===== src/sv/batsp_pkg.sv =====
// ============================================================================
// batsp_pkg - shared types and constants for the aux tag stream parser
// Result kinds, type codes, the queue entry between front and back, and the
// small lookups used to classify bytes.
// ============================================================================
`default_nettype none

package batsp_pkg;

    localparam int unsigned QueueDepth = 4;

    // result kinds
    localparam logic [2:0] KIND_SCALAR  = 3'd0;
    localparam logic [2:0] KIND_CHAR    = 3'd1;
    localparam logic [2:0] KIND_STR_END = 3'd2;
    localparam logic [2:0] KIND_ACCEPT  = 3'd3;
    localparam logic [2:0] KIND_REJECT  = 3'd4;

    // type codes
    localparam logic [3:0] TYPE_A  = 4'd0;
    localparam logic [3:0] TYPE_LC = 4'd1;
    localparam logic [3:0] TYPE_UC = 4'd2;
    localparam logic [3:0] TYPE_LS = 4'd3;
    localparam logic [3:0] TYPE_US = 4'd4;
    localparam logic [3:0] TYPE_LI = 4'd5;
    localparam logic [3:0] TYPE_UI = 4'd6;
    localparam logic [3:0] TYPE_F  = 4'd7;
    localparam logic [3:0] TYPE_Z  = 4'd8;

    localparam logic [7:0] NUL_BYTE = 8'h00;

    typedef struct packed {
        logic [2:0]  kind;
        logic [15:0] name_pair;
        logic [3:0]  type_code;
        logic [31:0] value;
    } t_result;

    // everything one byte causes: an optional tag result, then an optional close
    typedef struct packed {
        logic    has_res;
        t_result res;
        logic    has_close;
        logic    close_acc;
    } t_entry;

    typedef struct packed {
        logic       hit;
        logic [3:0] code;
    } t_type_hit;

    function automatic logic alnum_byte(input logic [7:0] b);
        logic r;
        r = ((b >= 8'h30) && (b <= 8'h39)) || ((b >= 8'h41) && (b <= 8'h5a)) ||
            ((b >= 8'h61) && (b <= 8'h7a));
        return r;
    endfunction

    function automatic t_type_hit type_lookup(input logic [7:0] b);
        t_type_hit r;
        r.hit  = 1'b1;
        r.code = TYPE_A;
        case (b)
            8'h41:   r.code = TYPE_A;   // A
            8'h63:   r.code = TYPE_LC;  // c
            8'h43:   r.code = TYPE_UC;  // C
            8'h73:   r.code = TYPE_LS;  // s
            8'h53:   r.code = TYPE_US;  // S
            8'h69:   r.code = TYPE_LI;  // i
            8'h49:   r.code = TYPE_UI;  // I
            8'h66:   r.code = TYPE_F;   // f
            8'h5a:   r.code = TYPE_Z;   // Z
            default: r.hit  = 1'b0;
        endcase
        return r;
    endfunction

    function automatic logic [2:0] type_size(input logic [3:0] code);
        logic [2:0] r;
        case (code)
            TYPE_A, TYPE_LC, TYPE_UC: r = 3'd1;
            TYPE_LS, TYPE_US:         r = 3'd2;
            TYPE_LI, TYPE_UI, TYPE_F: r = 3'd4;
            default:                  r = 3'd0;
        endcase
        return r;
    endfunction

endpackage

`default_nettype wire


===== src/sv/batsp_if.sv =====
// ============================================================================
// batsp_if - byte and result channels of the aux tag stream parser
// Valid/ready channels; a beat moves when valid and ready are both high.
// ============================================================================
`default_nettype none

interface batsp_in_if;
    logic       valid;
    logic       ready;
    logic [7:0] byte_value;
    logic       final_byte;

    modport source (output valid, output byte_value, output final_byte, input ready);
    modport sink   (input valid, input byte_value, input final_byte, output ready);
endinterface

interface batsp_out_if;
    logic        valid;
    logic        ready;
    logic [2:0]  kind;
    logic [15:0] name_pair;
    logic [3:0]  type_code;
    logic [31:0] value;
    logic        run_end;

    modport source (output valid, output kind, output name_pair, output type_code,
                    output value, output run_end, input ready);
    modport sink   (input valid, input kind, input name_pair, input type_code,
                    input value, input run_end, output ready);
endinterface

`default_nettype wire


===== src/sv/batsp_front.sv =====
// ============================================================================
// batsp_front - byte classifier and tag state machine
// Takes one byte per beat, advances the header/value/string state and
// pushes the results the byte causes as one queue entry.
// ============================================================================
`default_nettype none

module batsp_front (
    input  wire logic              i_clk,
    input  wire logic              i_rst_n,
    input  wire logic              i_valid,
    input  wire logic [7:0]        i_byte,
    input  wire logic              i_last,
    input  wire logic              i_q_full,
    output logic                   o_ready,
    output logic                   o_push,
    output batsp_pkg::t_entry      o_entry
);

    localparam logic [2:0] PH_WAIT_FIRST = 3'd0;
    localparam logic [2:0] PH_NAME2      = 3'd1;
    localparam logic [2:0] PH_TYPE       = 3'd2;
    localparam logic [2:0] PH_VALUE      = 3'd3;
    localparam logic [2:0] PH_STRING     = 3'd4;
    localparam logic [2:0] PH_NAME1      = 3'd5;

    logic [2:0]  r_phase, n_phase;
    logic [15:0] r_name, n_name;
    logic [3:0]  r_type, n_type;
    logic [31:0] r_acc, n_acc;
    logic [2:0]  r_left, n_left;
    logic        r_any, n_any;
    logic        r_closed;

    logic                  accept;
    logic                  emit;
    logic                  close;
    logic                  close_acc;
    batsp_pkg::t_result    res;
    batsp_pkg::t_type_hit  th;
    logic [2:0]            pos;

    assign o_ready = !i_q_full;
    assign accept  = i_valid && o_ready && !r_closed;

    always_comb begin
        n_phase   = r_phase;
        n_name    = r_name;
        n_type    = r_type;
        n_acc     = r_acc;
        n_left    = r_left;
        n_any     = r_any;
        emit      = 1'b0;
        close     = 1'b0;
        close_acc = 1'b0;
        res       = '0;
        th        = batsp_pkg::type_lookup(i_byte);
        pos       = batsp_pkg::type_size(r_type) - r_left;
        case (r_phase)
            PH_NAME1: begin
                n_name  = {i_byte, 8'h00};
                n_phase = PH_NAME2;
            end
            PH_NAME2: begin
                if (!r_any && !batsp_pkg::alnum_byte(i_byte)) begin
                    close = 1'b1;
                end else begin
                    n_name  = {r_name[15:8], i_byte};
                    n_phase = PH_TYPE;
                end
            end
            PH_TYPE: begin
                if (i_byte == batsp_pkg::NUL_BYTE) begin
                    close     = 1'b1;
                    close_acc = r_any;
                end else if (!th.hit) begin
                    close = 1'b1;
                end else begin
                    n_type = th.code;
                    n_acc  = '0;
                    if (th.code == batsp_pkg::TYPE_Z) begin
                        n_left  = '0;
                        n_phase = PH_STRING;
                    end else begin
                        n_left  = batsp_pkg::type_size(th.code);
                        n_phase = PH_VALUE;
                    end
                end
            end
            PH_VALUE: begin
                // little-endian: byte lands at its position within the value
                n_acc = r_acc | ({24'h000000, i_byte} << {pos[1:0], 3'b000});
                if (r_left != 3'd0) begin
                    n_left = r_left - 3'd1;
                end
                if (n_left == 3'd0) begin
                    emit           = 1'b1;
                    res.kind       = batsp_pkg::KIND_SCALAR;
                    res.name_pair  = r_name;
                    res.type_code  = r_type;
                    res.value      = n_acc;
                    n_any          = 1'b1;
                    n_phase        = PH_NAME1;
                end
            end
            PH_STRING: begin
                emit          = 1'b1;
                res.name_pair = r_name;
                res.type_code = batsp_pkg::TYPE_Z;
                if (i_byte != batsp_pkg::NUL_BYTE) begin
                    res.kind  = batsp_pkg::KIND_CHAR;
                    res.value = {24'h000000, i_byte};
                end else begin
                    res.kind = batsp_pkg::KIND_STR_END;
                    n_any    = 1'b1;
                    n_phase  = PH_NAME1;
                end
            end
            default: begin
                if (batsp_pkg::alnum_byte(i_byte)) begin
                    n_name  = {i_byte, 8'h00};
                    n_phase = PH_NAME2;
                end
            end
        endcase
        // end of area: clean only on a tag boundary after at least one tag
        if (i_last && !close) begin
            close     = 1'b1;
            close_acc = (n_phase == PH_NAME1) && n_any;
        end
    end

    assign o_push            = accept && (emit || close);
    assign o_entry.has_res   = emit;
    assign o_entry.res       = res;
    assign o_entry.has_close = close;
    assign o_entry.close_acc = close_acc;

    always_ff @(posedge i_clk) begin
        if (!i_rst_n) begin
            r_phase  <= PH_WAIT_FIRST;
            r_any    <= 1'b0;
            r_closed <= 1'b0;
            r_left   <= '0;
            r_type   <= '0;
        end else if (accept) begin
            r_phase  <= n_phase;
            r_any    <= n_any;
            r_left   <= n_left;
            r_type   <= n_type;
            r_closed <= close;
        end
    end

    always_ff @(posedge i_clk) begin
        if (accept) begin
            r_name <= n_name;
            r_acc  <= n_acc;
        end
    end

    a_closed_sticks: assert property (@(posedge i_clk) disable iff (!i_rst_n)
        r_closed |=> r_closed)
        else $error("list reopened after close");

    a_no_push_closed: assert property (@(posedge i_clk) disable iff (!i_rst_n)
        r_closed |-> !o_push)
        else $error("entry pushed after list close");

    a_value_left: assert property (@(posedge i_clk) disable iff (!i_rst_n)
        (r_phase == PH_VALUE) |-> (r_left != 3'd0))
        else $error("value phase with no bytes left");

endmodule

`default_nettype wire


===== src/sv/batsp_queue.sv =====
// ============================================================================
// batsp_queue - short entry queue between front and back
// Register FIFO of per-byte result entries.
// ============================================================================
`default_nettype none

module batsp_queue #(
    parameter int unsigned DEPTH = batsp_pkg::QueueDepth
) (
    input  wire logic              i_clk,
    input  wire logic              i_rst_n,
    input  wire logic              i_push,
    input  wire batsp_pkg::t_entry i_entry,
    input  wire logic              i_pop,
    output logic                   o_full,
    output logic                   o_valid,
    output batsp_pkg::t_entry      o_entry
);

    localparam int unsigned PtrW = (DEPTH > 1) ? $clog2(DEPTH) : 1;
    localparam int unsigned CntW = $clog2(DEPTH + 1);
    localparam logic [PtrW-1:0] LastPtr = PtrW'(DEPTH - 1);
    localparam logic [CntW-1:0] FullCnt = CntW'(DEPTH);

    batsp_pkg::t_entry r_mem [DEPTH];
    logic [PtrW-1:0]   r_wr, r_rd;
    logic [CntW-1:0]   r_cnt;
    logic              do_push, do_pop;

    assign o_full  = (r_cnt == FullCnt);
    assign o_valid = (r_cnt != '0);
    assign o_entry = r_mem[r_rd];
    assign do_push = i_push && !o_full;
    assign do_pop  = i_pop && o_valid;

    always_ff @(posedge i_clk) begin
        if (do_push) begin
            r_mem[r_wr] <= i_entry;
        end
    end

    always_ff @(posedge i_clk) begin
        if (!i_rst_n) begin
            r_wr  <= '0;
            r_rd  <= '0;
            r_cnt <= '0;
        end else begin
            if (do_push) begin
                r_wr <= (r_wr == LastPtr) ? '0 : r_wr + PtrW'(1);
            end
            if (do_pop) begin
                r_rd <= (r_rd == LastPtr) ? '0 : r_rd + PtrW'(1);
            end
            if (do_push && !do_pop) begin
                r_cnt <= r_cnt + CntW'(1);
            end else if (do_pop && !do_push) begin
                r_cnt <= r_cnt - CntW'(1);
            end
        end
    end

    a_cnt_bound: assert property (@(posedge i_clk) disable iff (!i_rst_n)
        r_cnt <= FullCnt)
        else $error("queue count beyond depth");

    a_push_room: assert property (@(posedge i_clk) disable iff (!i_rst_n)
        i_push |-> !o_full)
        else $error("push into full queue");

    a_pop_data: assert property (@(posedge i_clk) disable iff (!i_rst_n)
        i_pop |-> o_valid)
        else $error("pop from empty queue");

endmodule

`default_nettype wire


===== src/sv/batsp_back.sv =====
// ============================================================================
// batsp_back - result sequencer
// Pops queue entries and drives one result per beat from an output register,
// the tag result first and the list close after it.
// ============================================================================
`default_nettype none

module batsp_back (
    input  wire logic              i_clk,
    input  wire logic              i_rst_n,
    input  wire logic              i_q_valid,
    input  wire batsp_pkg::t_entry i_entry,
    output logic                   o_pop,
    input  wire logic              i_out_ready,
    output logic                   o_out_valid,
    output batsp_pkg::t_result     o_res,
    output logic                   o_run_end
);

    logic               r_out_valid, n_out_valid;
    batsp_pkg::t_result r_res, n_res;
    logic               r_run_end, n_run_end;
    logic               r_pend, n_pend;
    logic               r_pend_acc, n_pend_acc;
    logic               load;

    assign load = !r_out_valid || i_out_ready;

    always_comb begin
        n_out_valid = r_out_valid;
        n_res       = r_res;
        n_run_end   = r_run_end;
        n_pend      = r_pend;
        n_pend_acc  = r_pend_acc;
        o_pop       = 1'b0;
        if (load) begin
            n_out_valid = 1'b0;
            if (r_pend) begin
                // second beat of a byte: list close
                n_out_valid = 1'b1;
                n_res       = '0;
                n_res.kind  = r_pend_acc ? batsp_pkg::KIND_ACCEPT : batsp_pkg::KIND_REJECT;
                n_run_end   = 1'b1;
                n_pend      = 1'b0;
            end else if (i_q_valid) begin
                o_pop       = 1'b1;
                n_out_valid = 1'b1;
                if (i_entry.has_res) begin
                    n_res      = i_entry.res;
                    n_run_end  = !i_entry.has_close;
                    n_pend     = i_entry.has_close;
                    n_pend_acc = i_entry.close_acc;
                end else begin
                    n_res      = '0;
                    n_res.kind = i_entry.close_acc ? batsp_pkg::KIND_ACCEPT
                                                   : batsp_pkg::KIND_REJECT;
                    n_run_end  = 1'b1;
                end
            end
        end
    end

    assign o_out_valid = r_out_valid;
    assign o_res       = r_res;
    assign o_run_end   = r_run_end;

    always_ff @(posedge i_clk) begin
        if (!i_rst_n) begin
            r_out_valid <= 1'b0;
            r_pend      <= 1'b0;
        end else begin
            r_out_valid <= n_out_valid;
            r_pend      <= n_pend;
        end
    end

    always_ff @(posedge i_clk) begin
        r_res      <= n_res;
        r_run_end  <= n_run_end;
        r_pend_acc <= n_pend_acc;
    end

    a_pend_shown: assert property (@(posedge i_clk) disable iff (!i_rst_n)
        r_pend |-> (r_out_valid && !r_run_end))
        else $error("pending close without its leading result on the output");

    a_no_pop_pend: assert property (@(posedge i_clk) disable iff (!i_rst_n)
        r_pend |-> !o_pop)
        else $error("queue popped while a close is pending");

    a_close_ends: assert property (@(posedge i_clk) disable iff (!i_rst_n)
        (r_out_valid && (r_res.kind == batsp_pkg::KIND_ACCEPT ||
                         r_res.kind == batsp_pkg::KIND_REJECT)) |-> r_run_end)
        else $error("list close not marked as last result of its byte");

endmodule

`default_nettype wire


===== src/sv/bam_aux_tag_stream_parser.sv =====
// ============================================================================
// bam_aux_tag_stream_parser - streaming parser for BAM auxiliary tags
// Byte-in, result-out parser of the aux field area with list accept/reject.
// ============================================================================
// Feed the aux area one byte per beat on i_in, with final_byte on the last
// byte. Results come out on o_out, one per beat: a scalar tag (name, type
// code, raw little-endian value), a string character, a string end, and a
// final list accept or reject; run_end marks the last result of each byte.
// The input takes one byte per cycle unless the queue is full; a byte makes
// at most two results, and the output register sends one result per cycle
// while o_out is ready, so the sustained rate is one byte per cycle except
// where a byte yields two results (a tag and the list close). Between the
// byte classifier and the result sequencer, a QUEUE_DEPTH-entry queue lets
// the input keep running while the output is stalled, until the queue fills.
// After the list closes all further bytes are taken and dropped until reset.
// ============================================================================
`default_nettype none

module bam_aux_tag_stream_parser #(
    parameter int unsigned QUEUE_DEPTH = batsp_pkg::QueueDepth
) (
    input  wire logic   i_clk,
    input  wire logic   i_rst_n,
    batsp_in_if.sink    i_in,
    batsp_out_if.source o_out
);

    // front to queue
    logic               front_push;
    batsp_pkg::t_entry  front_entry;
    // queue to back
    logic               q_full;
    logic               q_valid;
    logic               q_pop;
    batsp_pkg::t_entry  q_entry;
    // back to output port
    batsp_pkg::t_result out_res;

    // classify each byte and advance the tag state
    batsp_front u_front (
        .i_clk    (i_clk),
        .i_rst_n  (i_rst_n),
        .i_valid  (i_in.valid),
        .i_byte   (i_in.byte_value),
        .i_last   (i_in.final_byte),
        .i_q_full (q_full),
        .o_ready  (i_in.ready),
        .o_push   (front_push),
        .o_entry  (front_entry)
    );

    // decoupling queue, one entry per byte that makes results
    batsp_queue #(
        .DEPTH (QUEUE_DEPTH)
    ) u_queue (
        .i_clk   (i_clk),
        .i_rst_n (i_rst_n),
        .i_push  (front_push),
        .i_entry (front_entry),
        .i_pop   (q_pop),
        .o_full  (q_full),
        .o_valid (q_valid),
        .o_entry (q_entry)
    );

    // serialize entries into result beats
    batsp_back u_back (
        .i_clk       (i_clk),
        .i_rst_n     (i_rst_n),
        .i_q_valid   (q_valid),
        .i_entry     (q_entry),
        .o_pop       (q_pop),
        .i_out_ready (o_out.ready),
        .o_out_valid (o_out.valid),
        .o_res       (out_res),
        .o_run_end   (o_out.run_end)
    );

    assign o_out.kind      = out_res.kind;
    assign o_out.name_pair = out_res.name_pair;
    assign o_out.type_code = out_res.type_code;
    assign o_out.value     = out_res.value;

endmodule

`default_nettype wire


===== src/flat_wrapper.sv =====
// flat-port wrapper written by rule: the top's interface ports become plain ports
module bam_aux_tag_stream_parser_flat 
#(
    parameter int unsigned QUEUE_DEPTH = batsp_pkg::QueueDepth
)
  (i_clk, i_rst_n, i_in_valid, i_in_byte_value, i_in_final_byte, i_in_ready, o_out_valid, o_out_kind, o_out_name_pair, o_out_type_code, o_out_value, o_out_run_end, o_out_ready);
  batsp_in_if i_in_i ();
  batsp_out_if o_out_i ();
  input  wire logic i_clk;
  input  wire logic i_rst_n;
  input wire logic [$bits(i_in_i.valid)-1:0] i_in_valid;
  input wire logic [$bits(i_in_i.byte_value)-1:0] i_in_byte_value;
  input wire logic [$bits(i_in_i.final_byte)-1:0] i_in_final_byte;
  output wire logic [$bits(i_in_i.ready)-1:0] i_in_ready;
  output wire logic [$bits(o_out_i.valid)-1:0] o_out_valid;
  output wire logic [$bits(o_out_i.kind)-1:0] o_out_kind;
  output wire logic [$bits(o_out_i.name_pair)-1:0] o_out_name_pair;
  output wire logic [$bits(o_out_i.type_code)-1:0] o_out_type_code;
  output wire logic [$bits(o_out_i.value)-1:0] o_out_value;
  output wire logic [$bits(o_out_i.run_end)-1:0] o_out_run_end;
  input wire logic [$bits(o_out_i.ready)-1:0] o_out_ready;
  assign i_in_i.valid = i_in_valid;
  assign i_in_i.byte_value = i_in_byte_value;
  assign i_in_i.final_byte = i_in_final_byte;
  assign i_in_ready = i_in_i.ready;
  assign o_out_valid = o_out_i.valid;
  assign o_out_kind = o_out_i.kind;
  assign o_out_name_pair = o_out_i.name_pair;
  assign o_out_type_code = o_out_i.type_code;
  assign o_out_value = o_out_i.value;
  assign o_out_run_end = o_out_i.run_end;
  assign o_out_i.ready = o_out_ready;
  bam_aux_tag_stream_parser #(.QUEUE_DEPTH(QUEUE_DEPTH)) u_core (.i_clk(i_clk), .i_rst_n(i_rst_n), .i_in(i_in_i), .o_out(o_out_i));
endmodule

===== config.mk =====
export PLATFORM = sky130hd
export DESIGN_NAME = bam_aux_tag_stream_parser_flat
export DESIGN_NICKNAME = d
export VERILOG_FILES = /design/src/sv/batsp_pkg.sv /design/src/sv/batsp_if.sv /design/src/sv/batsp_front.sv /design/src/sv/batsp_queue.sv /design/src/sv/batsp_back.sv /design/src/sv/bam_aux_tag_stream_parser.sv /design/src/flat_wrapper.sv
export SDC_FILE = /design/constraint.sdc
export NUM_CORES = 1
export LEC_CHECK = 0
export ABC_CLOCK_PERIOD_IN_PS = 5060
export BUFFER_PORTS_ARGS = -buffer_cell sky130_fd_sc_hd__buf_4
export CORE_ASPECT_RATIO = 0.75
export CORE_MARGIN = 2
export CORE_UTILIZATION = 40
export DETAILED_ROUTE_END_ITERATION = 8
export PLACE_DENSITY_LB_ADDON = 0.12
export SYNTH_ARGS = -nofsm -noshare
export SYNTH_HDL_FRONTEND = slang
export SYNTH_SLANG_ARGS = --single-unit

===== constraint.sdc =====
create_clock -name i_clk -period 5.06 [get_ports i_clk]
set_clock_uncertainty 0.2 [all_clocks]
set_input_delay 0.506 -clock i_clk [delete_from_list [all_inputs] [get_ports i_clk]]
set_output_delay 0.506 -clock i_clk [all_outputs]
set_load 0.02 [all_outputs]

==> results of run 1 <==
[kinds of logic (layout without fill, tap and decap cells)]
logic type / count (synthesis) / in the layout / share of synthesized area, %
compound gates: 115 / 115 / 4.988
xor+xnor: 6 / 6 / 0.3637
fa+ha+maj: 11 / 11 / 1.005
buf+inv: 65 / 170 / 1.818
flops: 358 / 358 / 72.67
mux: 62 / 62 / 9.231
simple gates: 267 / 267 / 9.924
[cells in the final DEF (no fill, tap or decap), drive strengths merged, types with 13 or more instances in the layout]
cell / count
clkbuf: 48
a21oi: 57
mux4: 57
nor2b: 65
dfxtp: 25
clkinv: 13
nor2: 69
and2: 48
inv: 20
nand2: 33
buf: 85
o21ai: 15
edfxtp: 333
[layer usage]
layer | vias up | global-route usage (%)
met4 | 0 | 4.203
met2 | 157 | 23.24
li1 | 3535 | -
met3 | 39 | 2.951
met1 | 3871 | 24.33
met5 | - | 0
[flip-flops by register name (all words and copies together), names as in the netlist, 3 cells and up, named ones only]
register	flops
u_core.u_front.r_phase	3
u_core.u_queue.r_mem	228
u_core.u_front.r_type	4
u_core.u_front.r_name	16
u_core.u_front.r_acc	32
u_core.u_front.r_left	3
u_core.u_back.o_res	55
u_core.u_queue.r_cnt	3
[metrics by stage]
step           hold slack [ns]  area, um2  power [mW]  util, %  setup WS (ns)
3_5_place_dp            0.2757      15520       6.217    43.45          1.164
6_report               0.07695      16670       8.699    46.65          1.258
5_1_grt                0.05958      16670       9.148    46.65          1.003
2_1_floorplan           0.2417      14450       5.459        -         0.9962
3_3_place_gp            0.2621      15520       6.223    43.45          1.283
4_1_cts                0.04667      16670       8.840    46.65          1.264
[synthesized netlist by cell type, drive strengths merged, types with 7 or more instances]
library cell  number  share of area (%)
a21oi             57                2.0
nor3              12               0.42
ha                10               0.87
nand2             33               0.86
buf               10               0.39
edfxtp           333                 69
o21ai             15               0.52
inv               19               0.49
nor2b             65                2.8
dfxtp             25                3.5
nand2b             7               0.30
mux4              57                8.9
clkbuf            36               0.94
a22o               9               0.55
and2              48                2.1
nor2              69                1.8
[power groups by stage]
stage | logic (mW) | registers [mW] | clock network (mW)
floorplan | 1.19 | 4.27 | 0
global placement | 2.14 | 4.08 | 0
detailed placement | 2.13 | 4.08 | 0
CTS | 2.14 | 4.03 | 2.67
global route | 2.28 | 4.07 | 2.79
finish | 2.09 | 4.01 | 2.60
[worst min-delay path by stage]
| stage | end | cells past startpoint | slack [ns] | start |
|---|---|---|---|---|
| 6_report | flop | 2 | 0.08 | i_rst_n |
| 5_1_grt | flop | 2 | 0.06 | i_rst_n |
| 4_1_cts | flop | 2 | 0.05 | i_rst_n |
| 3_5_place_dp | u_core.u_front.r_type[2] | 2 | 0.28 | u_core.u_front.r_type[2] |
| 3_3_place_gp | u_core.u_front.r_type[2] | 2 | 0.26 | u_core.u_front.r_type[2] |
| 2_1_floorplan | u_core.u_front.r_type[2] | 2 | 0.24 | u_core.u_front.r_type[2] |
[final cells by class]
class	instances	area (um2)	area share [%]
inverters	19	71.32	0.4278
multi-input cells	461	3704	22.22
clock buffers	48	1010	6.057
well taps	465	581.8	3.490
flip-flops and latches	358	10510	63.01
repair buffers	85	663.1	3.978
clock inverters	18	136.4	0.8181
[critical path: stages, from the launching register on]
cell,delay [ns]
dfxtp_1,0.35
inv_1,0.09
ha_1,0.17
ha_1,0.25
or3b_2,0.48
a21oi_2,0.16
and2_1,0.16
a21oi_1,0.07
a31oi_2,0.47
ha_1,0.27
inv_1,0.06
fa_1,0.37
xor2_1,0.18
or3_1,0.30
a21oi_1,0.14
==> reports/metrics.csv, run 1 <==
metric;value;unit
clock buffer depth;3;
hold buffers post-CTS;0;
P per Cell Area;521.8;nW/um2
Power Internal;6.216;mW
routability cong.;0.8553;
data arrival time of the critical path;4.05;ns
Hold Violations, Final;0;
Die Ht;168.6;um
Routed wire per std cell;20.22;um
IR drop worst, VDD;0.0004107;V
Root Driver;clkbuf_16;
clk slew on worst S/H paths;0.06;ns
#FFs+latches synth;358;
# rows;60;
critical path class;flop to flop;
Total GRT Usage;15.86;%
final std cells w/o fill;1454;
initial antenna violation count;0;
Yosys warnings;0;
Antenna Cells;0;
CP endpoint;u_core.u_queue.r_cnt[2];
top_reg_cell synth;edfxtp_1;
Die ar.;37670;um2
# fillers;3115;
M1 WL;14940;um
1st-iter DRT viols;590;
final setup violation count;0;
input/output buffers;70;
crit end category;flop;
WL met2;12730;um
setup_tns;0;ns
clock network power share;29.9;%
status;complete, no violations;
WP data required;5.31;ns
Tmin final;3.802;ns
first-pass GRT wire length;45680;um
post-route ant nets;0;
DRC Markers;0;
Max Cap Viol;0;
Detail Placement HPWL;18430;um
final worst-path cycle share;75.15;%
Nets;987;
maximum clock frequency;263.0;MHz
clock sinks;358;
latest clock arrival within the worst-skew pair;0.52;ns
startpoint types;flop;
vias post-DR;7602;
pin count of the biggest net entering global routing;37;
Reg-to-Reg Start;u_core.u_front.r_left[0];
RSZ-0062 raised after global routing;false;
core area;35730;um2
number of synthesized flops with an enable pin;333;
Flop pwr share;46.1;%
Worst Tran Pin Value;0.9546;ns
chip width;223.5;um
layout cell share with drive strength beyond 1;21.13;%
cell leakage power;5.597;nW
Crit Path Max Fanout;7;
highest routed metal layer;met4;
Sw Ratio;28.55;%
Reg2Reg Depth;14;
Resize count post-CTS;0;
Top-Level Pins;71;
Vias per Instance;5.228;
DR WL met3;1170;um
synthesized area per cell;16.34;um2
P&R area growth vs syn;15.38;%
CTS buffer count;38;
register area share after synthesis;72.67;%
first-pass iteration count of the detailed router;5;
H-tree Lvls;2;
syn nets;908;
Initial Util;40.43;%
R2R Path End;u_core.u_queue.r_cnt[2];
combinational share of power;24.0;%
post-synthesis cell count;884;
asr flop ratio synth;0;%
Setup crit start;u_core.u_front.r_left[0];
Inst Count DP;1388;
Slew Limit Fails;0;
GRT Residual Overflow;0;
number of global-route vias before repair;7606;
r2r setup slk;1.26;ns
Switching Power;2.484;mW
post-CTS setup buffers;0;
CTS tree;built;
relative slew slack;36.21;%
Min-Delay Path Class;input port to flop;
final WL;29390;um
Cell variety after synth;60;
synthesized area;14450;um2
No activity file was read; power rests on OpenSTA's default activity.
==> run 2, diff against run 1 <==
--- a/config.mk
+++ b/config.mk
@@ -5,7 +5,7 @@
 export SDC_FILE = /design/constraint.sdc
 export NUM_CORES = 1
 export LEC_CHECK = 0
-export ABC_CLOCK_PERIOD_IN_PS = 5060
+export ABC_CLOCK_PERIOD_IN_PS = 3840
 export BUFFER_PORTS_ARGS = -buffer_cell sky130_fd_sc_hd__buf_4
 export CORE_ASPECT_RATIO = 0.75
 export CORE_MARGIN = 2
==> constraint.sdc (replaced) <==
create_clock -name i_clk -period 3.84 [get_ports i_clk]
set_clock_uncertainty 0.2 [all_clocks]
set_input_delay 0.384 -clock i_clk [delete_from_list [all_inputs] [get_ports i_clk]]
set_output_delay 0.384 -clock i_clk [all_outputs]
set_load 0.02 [all_outputs]
==> run 2 against run 1 <==
First-iteration DRC count fell by 1.2%. Final cell count rose by 0.76%. Flip-flop and latch count did not move. Non-clock buffer count rose by 11. Largest cell class unchanged.
==> reports/metrics.csv, run 2 (synthesis gave the netlist of run 1 again) <==
metric;value;unit;change
number of global-route vias before repair;7743;;was 7606
# rows;60;;unchanged
H-tree Lvls;2;;unchanged
Nets;997;;was 987
slowest cell delay on critical path;0.48;ns;about the same
post-route ant nets;0;;unchanged
critical path class;flop to flop;;unchanged
input/output buffers;70;;unchanged
Largest register FFs;228;;unchanged
CTS tree;built;;unchanged
Worst Tran Pin Value;0.8508;ns;was 0.9546 ns
CP top delay family;adder cells;;unchanged
Initial Util;40.43;%;unchanged
Root Driver;clkbuf_16;;unchanged
IR drop worst, VDD;0.0006588;V;was 0.0004107 V
cell leakage power;5.693;nW;was 5.597 nW
1st-iter DRT viols;583;;was 590
crit end category;flop;;unchanged
placed cell area;15680;um2;was 15520 um2
Routed wire per std cell;20.62;um;was 20.22 um
initial antenna violation count;0;;unchanged
CP max-delay cell;or3b_2;;unchanged
Die Ht;168.6;um;unchanged
final std cells w/o fill;1465;;was 1454
most frequent cells in the layout;333 x edfxtp_1, 85 x buf_4, 67 x nor2_1;;was 333 x edfxtp_1, 83 x buf_4, 67 x nor2_1
maximum clock frequency;283.3;MHz;was 263.0 MHz
Min-Delay Path Class;input port to flop;;unchanged
# fillers;3127;;was 3115
Worst Hold Path Cells;2;;unchanged
most frequent CP cell;ha_1;;unchanged
startpoint types;flop;;unchanged
Max Cap Viol;0;;unchanged
Power Total;11.60;mW;was 8.699 mW
Tmin final;3.530;ns;was 3.802 ns
DRC Markers;0;;unchanged
final instance area;16850;um2;was 16670 um2
Buf/Inv on CP;2;;unchanged
P&R area growth vs syn;16.65;%;was 15.38%
hold_ws;0.08379;ns;was 0.07695 ns
Critical Path, Cell by Cell;inv_1 -> ha_1 -> ha_1 -> or3b_2 -> a21oi_2 -> and2_1 -> a21oi_1 -> a31oi_2 -> ha_1 -> inv_1 -> fa_1 -> xor2_1 -> or3_1 -> a21oi_1;;unchanged
post-CTS setup buffers;0;;unchanged
vias post-DR;7656;;was 7602
Antenna Cells;0;;unchanged
clock sinks;358;;unchanged
routability cong.;0.8277;;was 0.8553
pin count of the biggest net entering global routing;58;;was 37
commonest non-fill, non-tap cell in the layout;edfxtp_1;;unchanged
Placement Setup Slack;0.2693;ns;was 1.164 ns
status;complete, no violations;;unchanged
relative slew slack;43.14;%;was 36.21%
fin worst setup slack;0.3102;ns;was 1.258 ns
clk slew on worst S/H paths;0.06;ns;about the same
chip width;223.5;um;unchanged
first-pass iteration count of the detailed router;4;;was 5
final worst-path cycle share;91.92;%;was 75.15%
WP data required;4.09;ns;was 5.31 ns
Slew Limit Fails;0;;unchanged
final setup violation count;0;;unchanged
Top reg by flops;u_core.u_queue.r_mem;;unchanged
RSZ-0062 raised after global routing;false;;unchanged
Top-Level Pins;71;;unchanged
clock buffer depth;3;;unchanged
core area;35730;um2;unchanged
Crit Path Max Fanout;5;;was 7
data arrival time of the critical path;3.78;ns;was 4.05 ns
Hold Violations, Final;0;;unchanged
first-pass GRT wire length;47220;um;was 45680 um
Total GRT Usage;16.45;%;was 15.86%
Reg2Reg Depth;14;;unchanged
Inst Count DP;1397;;was 1388
critical path depth;14;;unchanged
Vias per Instance;5.226;;was 5.228
P per Cell Area;687.9;nW/um2;was 521.8 nW/um2
setup_tns;0;ns;unchanged
layout cell share with drive strength beyond 1;22.40;%;was 21.13%
GRT Residual Overflow;0;;unchanged
CTS buffer count;37;;was 38
Die ar.;37670;um2;unchanged
Layout Utilization;47.17;%;was 46.65%
final WL;30210;um;was 29390 um
latest clock arrival within the worst-skew pair;0.53;ns;was 0.52 ns
Detail Placement HPWL;18810;um;was 18430 um
## run 2: changes by cell type in the layout (fill, tap and decap cells not counted), moves of 2 or more
cell           change
clkinv_2           +5
dlygate4sd3_1      +2
clkinv_1           -4
buf_4              +2
buf_12             +7
clkbuf_1           -2
## run 2: worst reg2reg max path, stage by stage, from the launching register on
cell and delay [ns]:
dfxtp_1 0.35, inv_1 0.09, ha_1 0.18, ha_1 0.24, or3b_2 0.48, a21oi_2 0.16
and2_1 0.16, a21oi_1 0.06, a31oi_2 0.29, ha_1 0.22, inv_1 0.06, fa_1 0.37
xor2_1 0.17, or3_1 0.31, a21oi_1 0.13
## run 2: timing repair
action | CTS | global route
hold buffers | 2 | 0
hold endpoints to repair | 8 | 0
gates resized for setup | 0 | 0
## run 2: cell type report
type,instances,area [um2],area share [%]
sequential,358,10510,62.33
multi-input combinational,461,3704,21.97
clock buffer,46,991.0,5.879
timing repair buffer,96,838.3,4.974
tap,465,581.8,3.452
clock inverter,20,163.9,0.9725
inverter,19,71.32,0.4231
## run 2: where the power goes
group	switching, mW	internal [mW]
Sequential	0.178	4.97
Combinational	1.72	1.30
Clock	1.45	1.97
## run 2: worst paths after layout
kind,startpoint,endpoint,slack (ns)
worst max-delay path,u_core.u_front.r_left[0],u_core.u_queue.r_cnt[2],0.31
worst min register to register,u_core.u_front.r_type[2],u_core.u_front.r_type[2],0.28
worst max register to register,u_core.u_front.r_left[0],u_core.u_queue.r_cnt[2],0.31
worst min-delay path,i_in_byte_value[7],u_core.u_front.r_name[7],0.08
## run 2: metal layers
metal	vias up	track usage, %	wire length, um
li1	3559	-	-
met5	-	0	0
met2	157	24.14	13030
met3	44	2.673	1304
met4	0	4.435	559
met1	3896	25.45	15310
==> run 3, diff against run 2 <==
--- a/config.mk
+++ b/config.mk
@@ -5,13 +5,14 @@
 export SDC_FILE = /design/constraint.sdc
 export NUM_CORES = 1
 export LEC_CHECK = 0
+export ABC_AREA = 0
 export ABC_CLOCK_PERIOD_IN_PS = 3840
 export BUFFER_PORTS_ARGS = -buffer_cell sky130_fd_sc_hd__buf_4
 export CORE_ASPECT_RATIO = 0.75
 export CORE_MARGIN = 2
 export CORE_UTILIZATION = 40
 export DETAILED_ROUTE_END_ITERATION = 8
-export PLACE_DENSITY_LB_ADDON = 0.12
+export PLACE_DENSITY = 0.6
 export SYNTH_ARGS = -nofsm -noshare
 export SYNTH_HDL_FRONTEND = slang
 export SYNTH_SLANG_ARGS = --single-unit
==> run 3 against run 2 <==
Non-clock buffer count is 1 lower. Register-to-register slack worse by 0.02 ns. Sequential power hardly changed. Final cell count is 0.27% lower. Power is 1.0% lower. Via count is 0.43% higher. Flip-flop and latch count stayed put. Maximum frequency is 0.52% lower. Clock power is 1% lower. Utilization is 0.20 points lower. Largest power group unchanged.
==> reports/metrics.csv, run 3 (synthesis gave the netlist of run 1 again) <==
metric;value;unit;change
slowest cell delay on critical path;0.47;ns;was 0.48 ns
WP data required;4.09;ns;about the same
DRC Markers;0;;unchanged
Tmin final;3.548;ns;was 3.530 ns
Switching Power;3.267;mW;was 3.346 mW
CTS buffer count;36;;was 37
startpoint types;flop;;unchanged
cell leakage power;5.657;nW;was 5.693 nW
Crit Path Max Fanout;5;;unchanged
most frequent CP cell;ha_1;;unchanged
P&R area growth vs syn;16.15;%;was 16.65%
relative slew slack;38.91;%;was 43.14%
clk slew on worst S/H paths;0.06;ns;about the same
clock network power share;29.3;%;was 29.5%
Total GRT Usage;15.45;%;was 16.45%
input/output buffers;70;;unchanged
Die ar.;37670;um2;unchanged
Reg2Reg Depth;14;;unchanged
# rows;60;;unchanged
IR drop worst, VDD;0.0002745;V;was 0.0006588 V
Flop pwr share;44.8;%;was 44.4%
Vias per Instance;5.263;;was 5.226
Initial Util;40.43;%;unchanged
Reg-to-Reg Start;u_core.u_front.r_left[0];;unchanged
vias post-DR;7689;;was 7656
data arrival time of the critical path;3.80;ns;was 3.78 ns
Detail Placement HPWL;18030;um;was 18810 um
Buf/Inv on CP;2;;unchanged
RSZ-0062 raised after global routing;false;;unchanged
Worst Hold Path Cells;4;;was 2
latest clock arrival within the worst-skew pair;0.52;ns;was 0.53 ns
number of global-route vias before repair;7731;;was 7743
pin count of the biggest net entering global routing;57;;was 58
critical path class;flop to flop;;unchanged
most frequent cells in the layout;333 x edfxtp_1, 88 x buf_4, 67 x nor2_1;;was 333 x edfxtp_1, 85 x buf_4, 67 x nor2_1
Slew Limit Fails;0;;unchanged
Root Driver;clkbuf_16;;unchanged
GRT Residual Overflow;0;;unchanged
final instance area;16780;um2;was 16850 um2
R2R Path End;u_core.u_queue.r_cnt[2];;unchanged
Resize count post-CTS;0;;unchanged
Die Ht;168.6;um;unchanged
final worst-path cycle share;92.40;%;was 91.92%
H-tree Lvls;2;;unchanged
clock buffer depth;3;;unchanged
final WL;28520;um;was 30210 um
Top-Level Pins;71;;unchanged
Setup crit start;u_core.u_front.r_left[0];;unchanged
first-pass iteration count of the detailed router;5;;was 4
CP max-delay cell;or3b_2;;unchanged
final setup violation count;0;;unchanged
Placement Setup Slack;0.2400;ns;was 0.2693 ns
P per Cell Area;684.0;nW/um2;was 687.9 nW/um2
Hold Violations, Final;0;;unchanged
routability cong.;0.8820;;was 0.8277
fin worst setup slack;0.2917;ns;was 0.3102 ns
HP Start;o_out_ready;;was i_in_byte_value[7]
Worst Tran Pin Value;0.9164;ns;was 0.8508 ns
core area;35730;um2;unchanged
initial antenna violation count;0;;unchanged
r2r setup slk;0.29;ns;was 0.31 ns
Max Cap Viol;0;;unchanged
Top reg by flops;u_core.u_queue.r_mem;;unchanged
maximum clock frequency;281.8;MHz;was 283.3 MHz
post-route ant nets;0;;unchanged
Sw Ratio;28.46;%;was 28.86%
clock sinks;358;;unchanged
Power Total;11.48;mW;was 11.60 mW
combinational share of power;25.9;%;was 26.1%
CP top delay family;adder cells;;unchanged
commonest non-fill, non-tap cell in the layout;edfxtp_1;;unchanged
Nets;995;;was 997
Antenna Cells;0;;unchanged
Min-Delay Path Class;input port to flop;;unchanged
Critical Path, Cell by Cell;inv_1 -> ha_1 -> ha_1 -> or3b_2 -> a21oi_2 -> and2_1 -> a21oi_1 -> a31oi_2 -> ha_1 -> inv_1 -> fa_1 -> xor2_1 -> or3_1 -> a21oi_1;;unchanged
Layout Utilization;46.96;%;was 47.17%
Power Internal;8.212;mW;was 8.249 mW
Largest register FFs;228;;unchanged
CTS tree;built;;unchanged
crit end category;flop;;unchanged
chip width;223.5;um;unchanged
Routed wire per std cell;19.52;um;was 20.62 um
first-pass GRT wire length;44990;um;was 47220 um
placed cell area;15640;um2;was 15680 um2
1st-iter DRT viols;782;;was 583
layout cell share with drive strength beyond 1;21.99;%;was 22.40%
setup_tns;0;ns;unchanged
status;complete, no violations;;unchanged
Hold Path Sink;u_core.u_back.o_out_valid;;was u_core.u_front.r_name[7]
run 3: changes by cell type in the layout (fill, tap and decap cells not counted), sizes merged:
cell | previous run | this run
clkinvlp | 1 | 2
clkinv | 16 | 11
dlygate4sd3 | 2 | 1
clkbuf | 46 | 47
run 3: cell type report:
type                       count  area (um2)
clock inverter                16       145.1
inverter                      19       71.32
multi-input combinational    461        3704
fill                        3044       18950
tap                          465       581.8
timing repair buffer          95       790.8
sequential                   358       10510
clock buffer                  47       984.7
run 3: worst max path at each step:
stage | endpoint | depth (start not counted)
floorplan | u_core.u_back.o_res[0] | 2
detailed placement | u_core.u_queue.r_cnt[2] | 12
global route | u_core.u_queue.r_cnt[2] | 14
CTS | u_core.u_queue.r_cnt[2] | 14
global placement | u_core.u_queue.r_cnt[2] | 12
finish | u_core.u_queue.r_cnt[2] | 14
run 3: per-stage QoR:
step	instances	hold slack, ns
floorplan	884	0.2417
global placement	1397	0.2606
detailed placement	1397	0.2639
CTS	1461	0.005516
global route	1461	0.04187
finish	1461	0.01991
run 3: power by group through the flow:
stage	Clock, mW	Sequential [mW]	Combinational, mW
6_report	3.37	5.14	2.97
5_1_grt	3.62	5.21	3.24
4_1_cts	3.47	5.16	3.06
3_5_place_dp	0	5.23	3.04
3_3_place_gp	0	5.23	3.03
2_1_floorplan	0	5.62	1.57
run 3: worst register-to-register path: stages, from the launching register on:
cell,delay [ns]
dfxtp_1,0.35
inv_1,0.09
ha_1,0.17
ha_1,0.24
or3b_2,0.47
a21oi_2,0.16
and2_1,0.15
a21oi_1,0.07
a31oi_2,0.27
ha_1,0.24
inv_1,0.07
fa_1,0.37
xor2_1,0.17
or3_1,0.31
a21oi_1,0.14
run 3: what timing repair did:
| action | in CTS | in global routing |
|---|---|---|
| hold buffers | 1 | 0 |
| hold endpoints to repair | 6 | 0 |
| setup buffers | 0 | 0 |
run 3: layer usage:
metal | GRT usage [%] | part of all wire, % | up-vias
li1 | - | - | 3553
met1 | 23.21 | 48 | 3886
met2 | 23.05 | 45 | 210
met3 | 3.072 | 5.5 | 40
met4 | 4.174 | 1.9 | 0
met5 | 0 | 0 | -
